===== config.mk =====
export PLATFORM = sky130hd
export DESIGN_NAME = card_number_luhn_validator_flat
export DESIGN_NICKNAME = d
export VERILOG_FILES = /design/src/hdl/luhn_pkg.sv /design/src/hdl/luhn_ifs.sv /design/src/hdl/luhn_ctrl.sv /design/src/hdl/luhn_dp.sv /design/src/hdl/card_number_luhn_validator.sv /design/src/flat_wrapper.sv
export SDC_FILE = /design/constraint.sdc
export NUM_CORES = 1
export LEC_CHECK = 0
export BUFFER_PORTS_ARGS = -buffer_cell sky130_fd_sc_hd__buf_2
export CAP_MARGIN = 30
export CORE_MARGIN = 3
export CORE_UTILIZATION = 57
export DETAILED_ROUTE_END_ITERATION = 6
export GPL_TIMING_DRIVEN = 1
export PLACE_DENSITY = 0.86
export SYNTH_ARGS = -nofsm -noshare
export SYNTH_HDL_FRONTEND = slang
export SYNTH_SLANG_ARGS = --single-unit

===== constraint.sdc =====
create_clock -name clk -period 6.6 [get_ports clk]
set_input_delay 0 -clock clk [delete_from_list [all_inputs] [get_ports clk]]
set_output_delay 0 -clock clk [all_outputs]
set_load 0.02 [all_outputs]

===== src/hdl/luhn_pkg.sv =====
// Package for the card number Luhn validator.
// Holds widths, verdict and register codes, controller states and the
// command and status structs shared by the controller and datapath.
`default_nettype none

package luhn_pkg;

  localparam int CardW     = 63;
  localparam int NumDigits = 19;
  localparam int BcdW      = 4 * NumDigits;
  localparam int LenW      = 5;
  localparam int CntW      = 6;
  localparam int IdxW      = 5;
  localparam int CfgIdxW   = 2;
  localparam int CfgDataW  = 5;

  localparam logic [CntW-1:0] ConvLast = CntW'(CardW - 1);
  localparam logic [CntW-1:0] ScanLast = CntW'(NumDigits - 1);

  localparam logic [LenW-1:0] MinDigitsReset = 5'd13;
  localparam logic [LenW-1:0] MaxDigitsReset = 5'd16;

  localparam logic [CfgIdxW-1:0] RegMinDigits = 2'd0;
  localparam logic [CfgIdxW-1:0] RegMaxDigits = 2'd1;

  localparam logic [1:0] VerdictOk       = 2'd0;
  localparam logic [1:0] VerdictBadLen   = 2'd1;
  localparam logic [1:0] VerdictBadPref  = 2'd2;
  localparam logic [1:0] VerdictChecksum = 2'd3;

  typedef enum logic [1:0] {
    ST_IDLE,
    ST_CONV,
    ST_SCAN,
    ST_DONE
  } state_t;

  typedef struct packed {
    logic            load;
    logic            conv_step;
    logic            scan_step;
    logic            res_load;
    logic [IdxW-1:0] scan_idx;
  } cmd_t;

  typedef struct packed {
    logic out_busy;
  } stat_t;

endpackage

`default_nettype wire


===== src/hdl/luhn_ifs.sv =====
// Channel interfaces of the card number Luhn validator.
// Depends on luhn_pkg for the payload widths.
`default_nettype none

interface luhn_in_if import luhn_pkg::*; ();
  logic             valid;
  logic             ready;
  logic [CardW-1:0] card_number;
  modport source (output valid, output card_number, input ready);
  modport sink (input valid, input card_number, output ready);
endinterface

interface luhn_out_if;
  logic       valid;
  logic       ready;
  logic       valid_res;
  logic [1:0] verdict;
  modport source (output valid, output valid_res, output verdict, input ready);
  modport sink (input valid, input valid_res, input verdict, output ready);
endinterface

interface luhn_cfg_if import luhn_pkg::*; ();
  logic                valid;
  logic                ready;
  logic [CfgIdxW-1:0]  index;
  logic [CfgDataW-1:0] data;
  modport source (output valid, output index, output data, input ready);
  modport sink (input valid, input index, input data, output ready);
endinterface

`default_nettype wire


===== src/hdl/luhn_ctrl.sv =====
// Controller of the card number Luhn validator.
// Sequences conversion, digit scan and result hand-off; uses luhn_pkg.
`default_nettype none

module luhn_ctrl import luhn_pkg::*; (
  input  wire logic  clk,
  input  wire logic  rst,
  input  wire logic  in_valid,
  output logic       in_ready,
  input  wire stat_t stat,
  output cmd_t       cmd
);

  state_t          state, state_next;
  logic [CntW-1:0] cnt, cnt_next;

  always_ff @(posedge clk) begin
    if (rst) begin
      state <= ST_IDLE;
      cnt   <= '0;
    end else begin
      state <= state_next;
      cnt   <= cnt_next;
    end
  end

  always_comb begin
    state_next    = state;
    cnt_next      = cnt;
    in_ready      = 1'b0;
    cmd           = '0;
    cmd.scan_idx  = cnt[IdxW-1:0];
    unique case (state)
      ST_IDLE: begin
        in_ready = 1'b1;
        if (in_valid) begin
          cmd.load   = 1'b1;
          cnt_next   = '0;
          state_next = ST_CONV;
        end
      end
      ST_CONV: begin
        cmd.conv_step = 1'b1;
        if (cnt == ConvLast) begin
          cnt_next   = '0;
          state_next = ST_SCAN;
        end else begin
          cnt_next = cnt + 1'b1;
        end
      end
      ST_SCAN: begin
        cmd.scan_step = 1'b1;
        if (cnt == ScanLast) begin
          cnt_next   = '0;
          state_next = ST_DONE;
        end else begin
          cnt_next = cnt + 1'b1;
        end
      end
      ST_DONE: begin
        if (!stat.out_busy) begin
          cmd.res_load = 1'b1;
          state_next   = ST_IDLE;
        end
      end
      default: state_next = ST_IDLE;
    endcase
  end

endmodule

`default_nettype wire


===== src/hdl/luhn_dp.sv =====
// Datapath of the card number Luhn validator: limit registers, binary to
// decimal converter, digit scanner and result register. Uses luhn_pkg.
`default_nettype none

module luhn_dp import luhn_pkg::*; (
  input  wire logic             clk,
  input  wire logic             rst,
  input  wire cmd_t             cmd,
  input  wire logic [CardW-1:0] card_number,
  luhn_cfg_if.sink              cfg,
  luhn_out_if.source            result,
  output stat_t                 stat
);

  logic [LenW-1:0]  min_digits, max_digits;
  logic [CardW-1:0] bin;
  logic [BcdW-1:0]  bcd, bcd_adj;
  logic [LenW-1:0]  len;
  logic [3:0]       top, second, prev, sum;
  logic             out_valid;
  logic             out_valid_res;
  logic [1:0]       out_verdict;

  logic [3:0] digit, contrib, sum_next;
  logic [4:0] dbl, sum_raw;
  logic       pref;
  logic [1:0] verdict_next;

  assign cfg.ready = 1'b1;

  always_ff @(posedge clk) begin
    if (rst) begin
      min_digits <= MinDigitsReset;
      max_digits <= MaxDigitsReset;
    end else if (cfg.valid) begin
      unique case (cfg.index)
        RegMinDigits: min_digits <= cfg.data;
        RegMaxDigits: max_digits <= cfg.data;
        default: ;
      endcase
    end
  end

  always_comb begin
    for (int i = 0; i < NumDigits; i++) begin
      bcd_adj[4*i +: 4] = (bcd[4*i +: 4] >= 4'd5) ? bcd[4*i +: 4] + 4'd3 : bcd[4*i +: 4];
    end
  end

  assign digit   = bcd[3:0];
  assign dbl     = {digit, 1'b0};
  assign contrib = cmd.scan_idx[0] ? ((dbl < 5'd10) ? dbl[3:0] : 4'(dbl - 5'd9)) : digit;
  assign sum_raw = {1'b0, sum} + {1'b0, contrib};
  assign sum_next = (sum_raw >= 5'd10) ? 4'(sum_raw - 5'd10) : sum_raw[3:0];

  always_ff @(posedge clk) begin
    if (cmd.load) begin
      bin    <= card_number;
      bcd    <= '0;
      len    <= '0;
      top    <= '0;
      second <= '0;
      prev   <= '0;
      sum    <= '0;
    end else if (cmd.conv_step) begin
      bin <= {bin[CardW-2:0], 1'b0};
      bcd <= {bcd_adj[BcdW-2:0], bin[CardW-1]};
    end else if (cmd.scan_step) begin
      bcd  <= {4'd0, bcd[BcdW-1:4]};
      prev <= digit;
      sum  <= sum_next;
      if (digit != 4'd0) begin
        len    <= cmd.scan_idx + 1'b1;
        top    <= digit;
        second <= prev;
      end
    end
  end

  always_comb begin
    pref = 1'b0;
    if (len >= 5'd1 && (top == 4'd4 || top == 4'd5 || top == 4'd6)) begin
      pref = 1'b1;
    end
    if (len >= 5'd2 && top == 4'd3 && second == 4'd7) begin
      pref = 1'b1;
    end
    if (len < min_digits || len > max_digits) begin
      verdict_next = VerdictBadLen;
    end else if (!pref) begin
      verdict_next = VerdictBadPref;
    end else if (sum != 4'd0) begin
      verdict_next = VerdictChecksum;
    end else begin
      verdict_next = VerdictOk;
    end
  end

  always_ff @(posedge clk) begin
    if (rst) begin
      out_valid <= 1'b0;
    end else if (cmd.res_load) begin
      out_valid <= 1'b1;
    end else if (result.ready) begin
      out_valid <= 1'b0;
    end
  end

  always_ff @(posedge clk) begin
    if (cmd.res_load) begin
      out_verdict   <= verdict_next;
      out_valid_res <= (verdict_next == VerdictOk);
    end
  end

  assign result.valid     = out_valid;
  assign result.verdict   = out_verdict;
  assign result.valid_res = out_valid_res;
  assign stat.out_busy    = out_valid && !result.ready;

endmodule

`default_nettype wire


===== src/hdl/card_number_luhn_validator.sv =====
// Top level of the card number Luhn validator.
// Joins luhn_ctrl and luhn_dp; uses luhn_pkg and the channel interfaces.
//
// Usage: a card number arrives as one word on the card channel and one
// verdict word leaves on the result channel for each of them. The cfg
// channel writes the digit count limits (index 0 lower, index 1 upper),
// is always ready and is to be written by the user while no number is
// in flight; the block does not enforce it. A number passes through
// the shift-and-adjust steps of the binary to decimal converter, one
// per input bit, the digit scanner, one step per decimal digit, the
// result register load and the idle state that takes the next word.
// A new number is accepted while an earlier result still waits in the
// result register; if the receiver stalls longer, the verdict waits in
// the datapath while the controller holds in its done state until the
// register frees. Reset restores the limits to 13 and 16 and empties
// the result register.
`default_nettype none

module card_number_luhn_validator import luhn_pkg::*; (
  input  wire logic  clk,
  input  wire logic  rst,
  luhn_in_if.sink    card,
  luhn_out_if.source result,
  luhn_cfg_if.sink   cfg
);

  cmd_t  cmd;
  stat_t stat;

  luhn_ctrl u_ctrl (
    .clk      (clk),
    .rst      (rst),
    .in_valid (card.valid),
    .in_ready (card.ready),
    .stat     (stat),
    .cmd      (cmd)
  );

  luhn_dp u_dp (
    .clk         (clk),
    .rst         (rst),
    .cmd         (cmd),
    .card_number (card.card_number),
    .cfg         (cfg),
    .result      (result),
    .stat        (stat)
  );

endmodule

`default_nettype wire


===== src/flat_wrapper.sv =====
// flat-port wrapper written by rule: the top's interface ports become plain ports
module card_number_luhn_validator_flat import luhn_pkg::*;
  (clk, rst, card_valid, card_card_number, card_ready, result_valid, result_valid_res, result_verdict, result_ready, cfg_valid, cfg_index, cfg_data, cfg_ready);
  luhn_in_if card_i ();
  luhn_out_if result_i ();
  luhn_cfg_if cfg_i ();
  input  wire logic clk;
  input  wire logic rst;
  input wire logic [$bits(card_i.valid)-1:0] card_valid;
  input wire logic [$bits(card_i.card_number)-1:0] card_card_number;
  output wire logic [$bits(card_i.ready)-1:0] card_ready;
  output wire logic [$bits(result_i.valid)-1:0] result_valid;
  output wire logic [$bits(result_i.valid_res)-1:0] result_valid_res;
  output wire logic [$bits(result_i.verdict)-1:0] result_verdict;
  input wire logic [$bits(result_i.ready)-1:0] result_ready;
  input wire logic [$bits(cfg_i.valid)-1:0] cfg_valid;
  input wire logic [$bits(cfg_i.index)-1:0] cfg_index;
  input wire logic [$bits(cfg_i.data)-1:0] cfg_data;
  output wire logic [$bits(cfg_i.ready)-1:0] cfg_ready;
  assign card_i.valid = card_valid;
  assign card_i.card_number = card_card_number;
  assign card_ready = card_i.ready;
  assign result_valid = result_i.valid;
  assign result_valid_res = result_i.valid_res;
  assign result_verdict = result_i.verdict;
  assign result_i.ready = result_ready;
  assign cfg_i.valid = cfg_valid;
  assign cfg_i.index = cfg_index;
  assign cfg_i.data = cfg_data;
  assign cfg_ready = cfg_i.ready;
  card_number_luhn_validator u_core (.clk(clk), .rst(rst), .card(card_i), .result(result_i), .cfg(cfg_i));
endmodule

## Word-level counts from Yosys, hierarchy flattened

Cells that the tools add are included.

- Add/subtract/negate cells: 24
- Multiply operators: 0
- Divide/modulo/power cells: 0
- Order comparisons: 25
- Eq/ne operators: 15
- Shift-type cells: 0
- Muxes and demuxes: 49
- Bitwise operators: 1
- Reduce and logical (&&, ||, !) cells: 23

Operator list:

| operator | count |
|---|---|
| $mux 76 | 2 |
| $mux 63 | 2 |
| $mux 4 | 21 |
| $ge 4x3->1 const B | 19 |
| $add 4x2->4 const B | 18 |
| $mux 6 | 3 |
| $pmux 6 s3 | 1 |
| $eq 4x3->1 const B | 4 |
| $mux 2 | 7 |
| $mux 1 | 11 |
| $ne 2x2->1 const B | 4 |
| $pmux 2 s4 | 1 |
| $reduce_and 2->1 | 4 |
| $reduce_bool 4->1 | 2 |
| $sub 4x4->4 const B | 2 |
| $add 6x1->6 const B | 1 |
| $eq 6x5->1 const B | 1 |
| $eq 6x6->1 const B | 1 |
| $logic_not 2->1 | 3 |
| $reduce_bool 2->1 | 3 |
| $add 4x4->5 | 1 |
| $add 5x1->5 const B | 1 |
| $ge 5x1->1 const B | 1 |
| $ge 5x2->1 const B | 1 |
| 16 further kinds | 23 |

- Bits in registers: 182
- Bits in latches: 0
- Bits in writable memories: 0
- Bits in read-only memories: 0
- Input port bits: 75
- Output and inout port bits: 6
- Logic and storage cells: 151
- Memories kept: 0

## Depth between registers and ports, before layout

Gate-level depths: netlist of run 1.

- Depth in word-level cells: 9
- Depth in mapped cells: 17
- Gate-level depth less buffers: 16

## Hierarchy

Synthesis of run 1 repeated with hierarchy kept, for this count alone.

- Cells, all modules: 1024
- Area total of the unflattened synthesis: 9885.7 um^2

By module, submodules not included:

| module | instances | cells an instance | area an instance (um^2) | seq. area each (um^2) |
|---|---|---|---|---|
| luhn_dp | 1 | 957 | 9311.4 | 4144.0 |
| luhn_ctrl | 1 | 67 | 574.3 | 160.2 |

## Least setup slack after synthesis of run 1

OpenSTA, ideal clock, no wires.

- Kind: register to register
- Start: register u_core.u_ctrl.state[1]
- End: register u_core.u_dp.bin[0] (enable)
- Setup time: 431 ps
- Data arrival time: 2702 ps
- Required time: 6169 ps
- Path slack: 3467 ps
- Cell stages (with the launch flop): 7
- Path buffers: 3
- Period minus slack after synthesis: 3133 ps
- Cell sequence: dfxtp_1 inv_1 ha_1 buf_2 buf_2 buf_1 nand2b_1

- Cells in the longest elaborated chain, start to end: 3
- Elaborated cells between the ends (all ways): 5

Ends and longest elaborated chain:

| what | line | RTL |
|---|---|---|
| start, declared | luhn_ctrl.sv:14 | `state_t state, state_next;` |
| start signal, assigned | luhn_ctrl.sv:22 | `state <= state_next;` |
| $eq 2x1->1 / $logic_not 2->1 (equally long branches) | luhn_ctrl.sv:33 | `unique case (state)` |
| $mux 1 | luhn_ctrl.sv:33 |  |
| $reduce_bool 2->1 (no line) * | - |  |
| end signal, assigned | luhn_dp.sv:58 | `bin <= card_number;` |
| end signal, assigned | luhn_dp.sv:66 | `bin <= {bin[CardW-2:0], 1'b0};` |
| end, declared | luhn_dp.sv:16 | `logic [CardW-1:0] bin;` |

Mark *: on every way between the ends. The rest lies on a longest branch, timed or not.
A chain may end at the register's enable or synchronous reset.

## Worst setup path in the final report of run 1

- Start: register u_core.u_dp.bcd[0]
- End: register u_core.u_dp.sum[2]

- Cells in the longest elaborated chain, start to end: 6
- Elaborated cells between the ends (all ways): 8

Ends and longest elaborated chain:

| what | line | RTL |
|---|---|---|
| start, declared | luhn_dp.sv:17 | `logic [BcdW-1:0] bcd, bcd_adj;` |
| start signal, assigned | luhn_dp.sv:67 | `bcd <= {bcd_adj[BcdW-2:0], bin[CardW-1]};` |
| start signal, assigned | luhn_dp.sv:69 | `bcd <= {4'd0, bcd[BcdW-1:4]};` |
| $sub 4x4->4 / $lt 5x4->1 (equally long branches) | luhn_dp.sv:52 | `assign contrib = cmd.scan_idx[0] ? ((dbl < 5'd10) ? dbl[3:0] : 4'(dbl - 5'd9)) : digit;` |
| $mux 4 | luhn_dp.sv:52 |  |
| $mux 4 * | luhn_dp.sv:52 |  |
| $add 4x4->5 * | luhn_dp.sv:53 | `assign sum_raw = {1'b0, sum} + {1'b0, contrib};` |
| $sub 4x4->4 / $ge 5x4->1 (equally long branches) | luhn_dp.sv:54 | `assign sum_next = (sum_raw >= 5'd10) ? 4'(sum_raw - 5'd10) : sum_raw[3:0];` |
| $mux 4 * | luhn_dp.sv:54 |  |
| end signal, assigned | luhn_dp.sv:71 | `sum <= sum_next;` |
| end, declared | luhn_dp.sv:19 | `logic [3:0] top, second, prev, sum;` |

Marked as above.

==> results of run 1 <==
per-layer routing:
metal / up-vias / global-route usage / part of all wire
li1: 4301 / - / -
met2: 281 / 0.4407 / 0.50
met4: 0 / 0.1280 / 0.046
met5: - / 0 / 0
met1: 4122 / 0.3001 / 0.40
met3: 78 / 0.05361 / 0.051
kinds of logic after synthesis:
family          count (synthesis)
other cells                     1
fa+ha+maj                      60
compound gates                236
xor+xnor                       23
simple gates                  476
buf+inv                       144
flops                         182
mux                            68
critical path, stage by stage, from the launching register on:
cell and delay (ps):
dfxtp_1 530, inv_1 90, ha_1 310, inv_2 80
a21oi_1 120, a21oi_1 200, ha_1 200, inv_1 70
fa_1 430, xnor2_1 170, inv_1 90, ha_1 230
o31a_1 230, o211ai_2 130, or3_1 330, a31oi_1 160
placed cells by master, fill, tap and decap left out, types with 20 or more instances in the layout:
cell type and count:
dlygate4sd3_1 75, o21ai_1 31, nor3b_1 20, nand3_1 44
nor2_1 86, buf_2 79, edfxtp_1 66, xnor2_1 22
a211oi_1 41, inv_1 75, dfxtp_1 116, nand2_1 252
o21ai_0 24, mux2i_1 68, a21oi_1 78, ha_1 57
nand2b_1 43
synthesized netlist by cell type, types with 2 or more instances:
master / number
a21oi_1: 78
buf_2: 11
nand2_1: 253
nand3b_1: 2
a211o_1: 3
a211oi_1: 41
nand2b_1: 44
nor2b_1: 7
and3_1: 2
dfxtp_1: 116
clkbuf_1: 42
nand3_1: 44
inv_1: 75
buf_4: 5
a311o_1: 16
o211ai_1: 3
o21bai_1: 2
nor3b_1: 20
ha_1: 59
nor2_1: 86
o21ai_1: 31
and2_1: 2
or3_1: 3
and2b_1: 2
o311a_1: 2
mux2i_1: 68
buf_1: 9
a31oi_1: 2
o21ai_0: 24
inv_2: 2
nor4_1: 2
o21a_1: 18
xnor2_1: 22
a22oi_1: 4
edfxtp_1: 66
a21o_1: 2
worst min path at each step:
stage	end	slack (ps)
4_1_cts	u_core.u_dp.min_digits[0]$_SDFFE_PP1P_	20
5_1_grt	u_core.u_dp.min_digits[0]$_SDFFE_PP1P_	50
3_3_place_gp	u_core.u_dp.min_digits[3]$_SDFFE_PP1P_	220
6_report	u_core.u_dp.min_digits[0]$_SDFFE_PP1P_	30
2_1_floorplan	u_core.u_dp.min_digits[2]$_SDFFE_PP1P_	120
3_5_place_dp	u_core.u_dp.min_digits[3]$_SDFFE_PP1P_	230
report_power, final:
part	switching (uW)	internal (uW)
Combinational	1660	1010
Clock	538	559
Sequential	362	1710
Total	2560	3280
final cells by class:
cell class	count	area [um^2]	share of cell area
clock buffers	17	425.4	0.03537
clock inverters	15	220.2	0.01831
inverters	77	289.0	0.02403
multi-input cells	864	5324	0.4426
flip-flops and latches	182	4304	0.3578
well taps	225	281.5	0.02341
repair buffers	159	1184	0.09841
per-stage QoR:
| step | std cells | util |
|---|---|---|
| after detailed placement | 1432 | 0.6104 |
| after CTS | 1539 | 0.6906 |
| after global routing | 1539 | 0.6906 |
| final | 1539 | 0.6906 |
| after floorplan | 1190 | - |
| after global placement | 1432 | 0.6104 |
flip-flops by register name, indices dropped and copies added (netlist names):
name                          count
u_core.u_ctrl.cnt                 6
u_core.u_ctrl.state               2
u_core.u_dp.bcd                  76
u_core.u_dp.bin                  63
u_core.u_dp.len                   5
u_core.u_dp.max_digits            5
u_core.u_dp.min_digits            5
u_core.u_dp.prev                  4
u_core.u_dp.result.valid          1
u_core.u_dp.result.valid_res      1
u_core.u_dp.result.verdict        2
u_core.u_dp.second                4
u_core.u_dp.sum                   4
u_core.u_dp.top                   4
==> results.md, run 1 <==
* I/O pin cnt at 81
* Antenna cell count at 0
* Layout fillers at 1201
* Post-synthesis cell count at 1190
* PostCTS Resize Cnt at 0
* Area Growth Syn to Fin at 18.17%
* CTS tree: built
* Worst-Skew Late Latency at 460 ps
* Synth Area in Adders at 0.07449
* Pwr Total at 5834 uW
* Routed wire per std cell at 16.29 um
* Clk root buf: clkbuf_16
* Die area at 19500 um^2
* Synth Area in Compound Gates at 0.1507
* Setup violators final at 0
* Required @ worst endpoint at 6980 ps
* Routability cong. at 0.8190
* # nets final at 1436
* DRT Pass-1 Iters at 5
* Synth top area cells: dfxtp_1 (23%), edfxtp_1 (19%), nand2_1 (9.3%)
* Fin Hold WS at 32.13 ps
* Power Density at 485.0 nW/um^2
* Overflow after GRT at 0
* Crit Path Class: flip-flop to flip-flop
* R2R Path Start: u_core.u_dp.bcd[0]$_SDFFE_PP0P_
* Mapped Nets at 1325
* Critical Path Start Type: flip-flop
* Yosys warnings at 0
* Via density at 5.706
* Chip Width at 139.6 um
* HP Start: cfg_index[1]
* Pins Over Slew Limit at 0
* Final non-filler cell area at 12030 um^2
* MaxCap Viol Count at 0
* PortBufs at 79
* RSZ-0062 raised after global routing: no
* Post-Syn Area per Cell at 8.553 um^2
* Share of layout cells above drive strength 1 at 0.1005
* Dpl hpwl at 13580 um
* GRT Total Usage at 0.2548
* Post-synthesis mux area share at 0.06687
* Max Clock Freq at 0.2911 GHz
* CP Data Arrival Time at 3820 ps
* Simple-Gate Fraction of Synth Area at 0.2086
* DR vias at 8782
* Crit end category: flip-flop
* Endpoints failing hold at 0
* Worst Setup EP: u_core.u_dp.sum[2]$_SDFFE_PP0P_
* Min-Delay Path Depth at 4
* Setup WS pre-CTS at 3340 ps
* Combinational family with the most area after synthesis: simple AND/OR/NAND/NOR gates
* Clock Sinks at 182
* Maximum fanout along the worst path at 9
* Final period utilization at 0.5206
* Final worst slack at 3164 ps
* CTS Buffer Depth at 2
* Status: complete, no violations
* Initial DRC count at 716
* Leak Pwr at 0.004865 uW
* Worst slew margin at 0.3271
* Row Count at 48
* Hold buffer count at CTS at 75
* Yosys reg bits at 182
* Distinct cells, synth at 58
* Antenna violations before repair at 0
* Maximum vdd drop at 0.5153 mV
* Setup TNS at 0 ps
* R2R Setup Slk at 3160 ps
* Die Y at 139.6 um
* Main synth FF type: dfxtp_1
* First-pass GRT wire length at 41270 um
* Clk pin slew, worst setup/hold paths at 80 ps
* Placed Instance Area at 10630 um^2
* Post-synth top area cell: dfxtp_1
* EDFF count, synth at 66
* Hold Crit Class: input pin to flip-flop
* Initial Utilization at 0.5844
* Seq/Total Area, Yosys at 0.4229
* Largest net degree at the start of global routing at 100
* H-tree depth at 4
* Slew at the pin closest to its max-slew limit at 1009 ps
* Vias in the first global route at 8580
* Fin crit period at 3436 ps
* Core area at 17420 um^2
* Synth Area in XOR/XNOR at 0.01979
* Routed WL at 25060 um
* RR Endpoint: u_core.u_dp.sum[2]$_SDFFE_PP0P_
* Crit path launch: u_core.u_dp.bcd[0]$_SDFFE_PP0P_
* Share of the synthesized area in the top cell type at 0.2281
* Mapped cell area at 10180 um^2
* Async set-reset flop share out of synthesis at 0
* Post-DRT Antenna Nets at 0
* DRC Markers at 0
* Clk_skew at 25.93 ps
* Register-to-Register Path Depth at 15
* CTS Buf Count at 17
* # Post-CTS Setup Buffers at 0
(Power assumes the default switching activity.)
==> run 2: changes to the inputs <==
--- a/config.mk
+++ b/config.mk
@@ -8,10 +8,10 @@
 export BUFFER_PORTS_ARGS = -buffer_cell sky130_fd_sc_hd__buf_2
 export CAP_MARGIN = 30
 export CORE_MARGIN = 3
-export CORE_UTILIZATION = 57
+export CORE_UTILIZATION = 55
 export DETAILED_ROUTE_END_ITERATION = 6
 export GPL_TIMING_DRIVEN = 1
-export PLACE_DENSITY = 0.86
+export PLACE_DENSITY = 0.87
 export SYNTH_ARGS = -nofsm -noshare
 export SYNTH_HDL_FRONTEND = slang
 export SYNTH_SLANG_ARGS = --single-unit
==> constraint.sdc (replaced) <==
create_clock -name clk -period 2.8 [get_ports clk]
set_input_delay 0 -clock clk [delete_from_list [all_inputs] [get_ports clk]]
set_output_delay 0 -clock clk [all_outputs]
set_load 0.02 [all_outputs]
==> run 2 against run 1 <==
Against the previous run:
- worst setup slack got worse by 3200 ps
- wire length rose by 5.7%
- clock skew fell by 8.7 ps
- global-route usage rose by 0.064 points
- highest routed layer unchanged
- critical endpoint is now u_core.u_dp.sum[1]$_SDFFE_PP0P_
- utilization fell by 1.3 points
- largest power group unchanged
- register-to-register slack got worse by 3200 ps
- worst hold slack got worse by 9.2 ps
- the flow now finishes with violations (negative setup slack)
- cell count rose by 1.4%
==> results.md, run 2 (same netlist as run 1, synthesis figures left out) <==
* Endpoints failing hold at 0
* Fin crit period at 2851 ps
* Overflow after GRT at 0
* Clock Sinks at 182
* CTS Buf Count at 17
* Slew at the pin closest to its max-slew limit at 834.7 ps
* Routed WL at 26490 um
* RSZ-0062 raised after global routing: yes
* Routed wire per std cell at 16.97 um
* Post-DRT Antenna Nets at 0
* MaxCap Viol Count at 0
* Biggest regs: u_core.u_dp.bcd: 76 flops, u_core.u_dp.bin: 63 flops, u_core.u_ctrl.cnt: 6 flops
* Die Y at 142.0 um
* Clk root buf: clkbuf_16
* Register-to-Register Path Depth at 15
* Internal Pwr Total at 7949 uW
* Routability cong. at 0.8281
* Required @ worst endpoint at 3160 ps
* Final worst slack at -51.18 ps
* Core area at 18090 um^2
* # nets final at 1454
* Chip Width at 142.0 um
* Initial Utilization at 0.5628
* Antenna violations before repair at 0
* Via density at 5.832
* Maximum vdd drop at 0.8110 mV
* First-pass GRT wire length at 42120 um
* Leak Pwr at 0.004970 uW
* Setup violators final at 2
* Largest net degree at the start of global routing at 99
* Max Clock Freq at 0.3507 GHz
* Share of layout cells above drive strength 1 at 0.1209
* Most frequent cells in the layout: nand2_1 (252), dfxtp_1 (114), nor2_1 (86)
* Area Growth Syn to Fin at 20.45%
* Reg with most FFs: u_core.u_dp.bcd
* Clk pwr share at 0.174
* H-tree depth at 4
* DRT Pass-1 Iters at 7
* Row Count at 49
* Setup WS pre-CTS at -55.40 ps
* DR vias at 9103
* CP Data Arrival Time at 3210 ps
* CTS Buffer Depth at 2
* Worst-Skew Late Latency at 440 ps
* Die area at 20180 um^2
* Power Density at 1159 nW/um^2
* Clk_skew at 17.23 ps
* Reg power frac at 0.344
* Clk pin slew, worst setup/hold paths at 80 ps
* Setup TNS at -55.33 ps
* Net Sw Power at 6256 uW
* Combinational fraction of design power at 0.483
* Min-Delay Path Depth at 2
* Initial DRC count at 679
* Failing checks: negative setup slack
* Status: finished, violations left
* Pins Over Slew Limit at 0
* GRT Total Usage at 0.2555
* Dpl hpwl at 13900 um
* CTS tree: built
* Antenna cell count at 0
* PortBufs at 79
* Crit Path Class: flip-flop to flip-flop
* I/O pin cnt at 81
* Switching share of power at 0.4404
* Maximum fanout along the worst path at 6
* Critical Path Start Type: flip-flop
* Worst slew margin at 0.4398
* DRC Markers at 0
* Hold Crit Class: input pin to flip-flop
* Vias in the first global route at 8806
* Largest register FFs at 76
* Commonest non-fill, non-tap cell in the layout: nand2_1
* Crit end category: flip-flop
* Final period utilization at 1.018
==> run 2: what timing repair did <==
item                                    4_1_cts  5_1_grt
pin swaps                                     3        6
gates resized for setup                       4        6
hold buffers                                 76        0
buffers inserted                              2        5
hold endpoints to repair                     82        0
endpoints found under the setup margin        2        3
==> run 2: worst paths after layout <==
kind,startpoint,end,slack [ps]
setup reg to reg,u_core.u_dp.bcd[1]$_SDFFE_PP0P_,u_core.u_dp.sum[1]$_SDFFE_PP0P_,-50
hold reg to reg,u_core.u_dp.prev[1]$_SDFFE_PP0P_,u_core.u_dp.second[1]$_SDFFE_PP0P_,450
hold / removal,card_valid,u_core.u_dp.bin[0]$_SDFFCE_PN0P_,20
setup / recovery,u_core.u_dp.bcd[1]$_SDFFE_PP0P_,u_core.u_dp.sum[1]$_SDFFE_PP0P_,-50
==> run 2: stage by stage <==
| step | instance area (um^2) | util | cells | power, uW | hold slack (ps) |
|---|---|---|---|---|---|
| floorplan | 10200 | - | 1190 | 9633 | 117.8 |
| global placement | 10800 | 0.5973 | 1446 | 10820 | 218.3 |
| detailed placement | 10800 | 0.5973 | 1446 | 11140 | 221.4 |
| CTS | 12200 | 0.6746 | 1556 | 13790 | 14.87 |
| global route | 12260 | 0.6779 | 1561 | 15140 | 13.96 |
| finish | 12260 | 0.6779 | 1561 | 14200 | 22.92 |
==> run 2: area by class of cell <==
type / instances / area (um^2)
inverter: 77 / 289.0
multi-input combinational: 864 / 5385
clock buffer: 17 / 425.4
tap: 229 / 286.5
sequential: 182 / 4307
timing repair buffer: 177 / 1384
clock inverter: 15 / 183.9
fill: 1237 / 5826
==> run 2: power by group through the flow <==
| stage | Combinational [uW] | Sequential [uW] | Clock [uW] |
|---|---|---|---|
| floorplan | 5020 | 4610 | 0 |
| global placement | 6050 | 4770 | 0 |
| detailed placement | 6320 | 4820 | 0 |
| CTS | 6550 | 4780 | 2450 |
| global route | 7570 | 4970 | 2590 |
| finish | 6860 | 4880 | 2470 |
==> run 2: per-layer routing <==
metal  up-vias  global-route usage  wire length (um)
met5         -                   0                 0
met4         0              0.1278              1085
met3       104             0.04906              1582
met2       390              0.4619             13620
met1      4283              0.2862             10200
li1       4326                   -                 -
==> run 2: critical path, cell delays in order, from the launching register on <==
cell	delay, ps
dfxtp_2	340
inv_2	60
ha_4	180
inv_2	60
a21oi_4	60
a21oi_2	150
ha_2	210
inv_1	70
fa_2	420
xnor2_2	150
inv_1	80
ha_2	180
o31a_1	190
o211ai_2	120
or3_1	320
a31oi_1	180
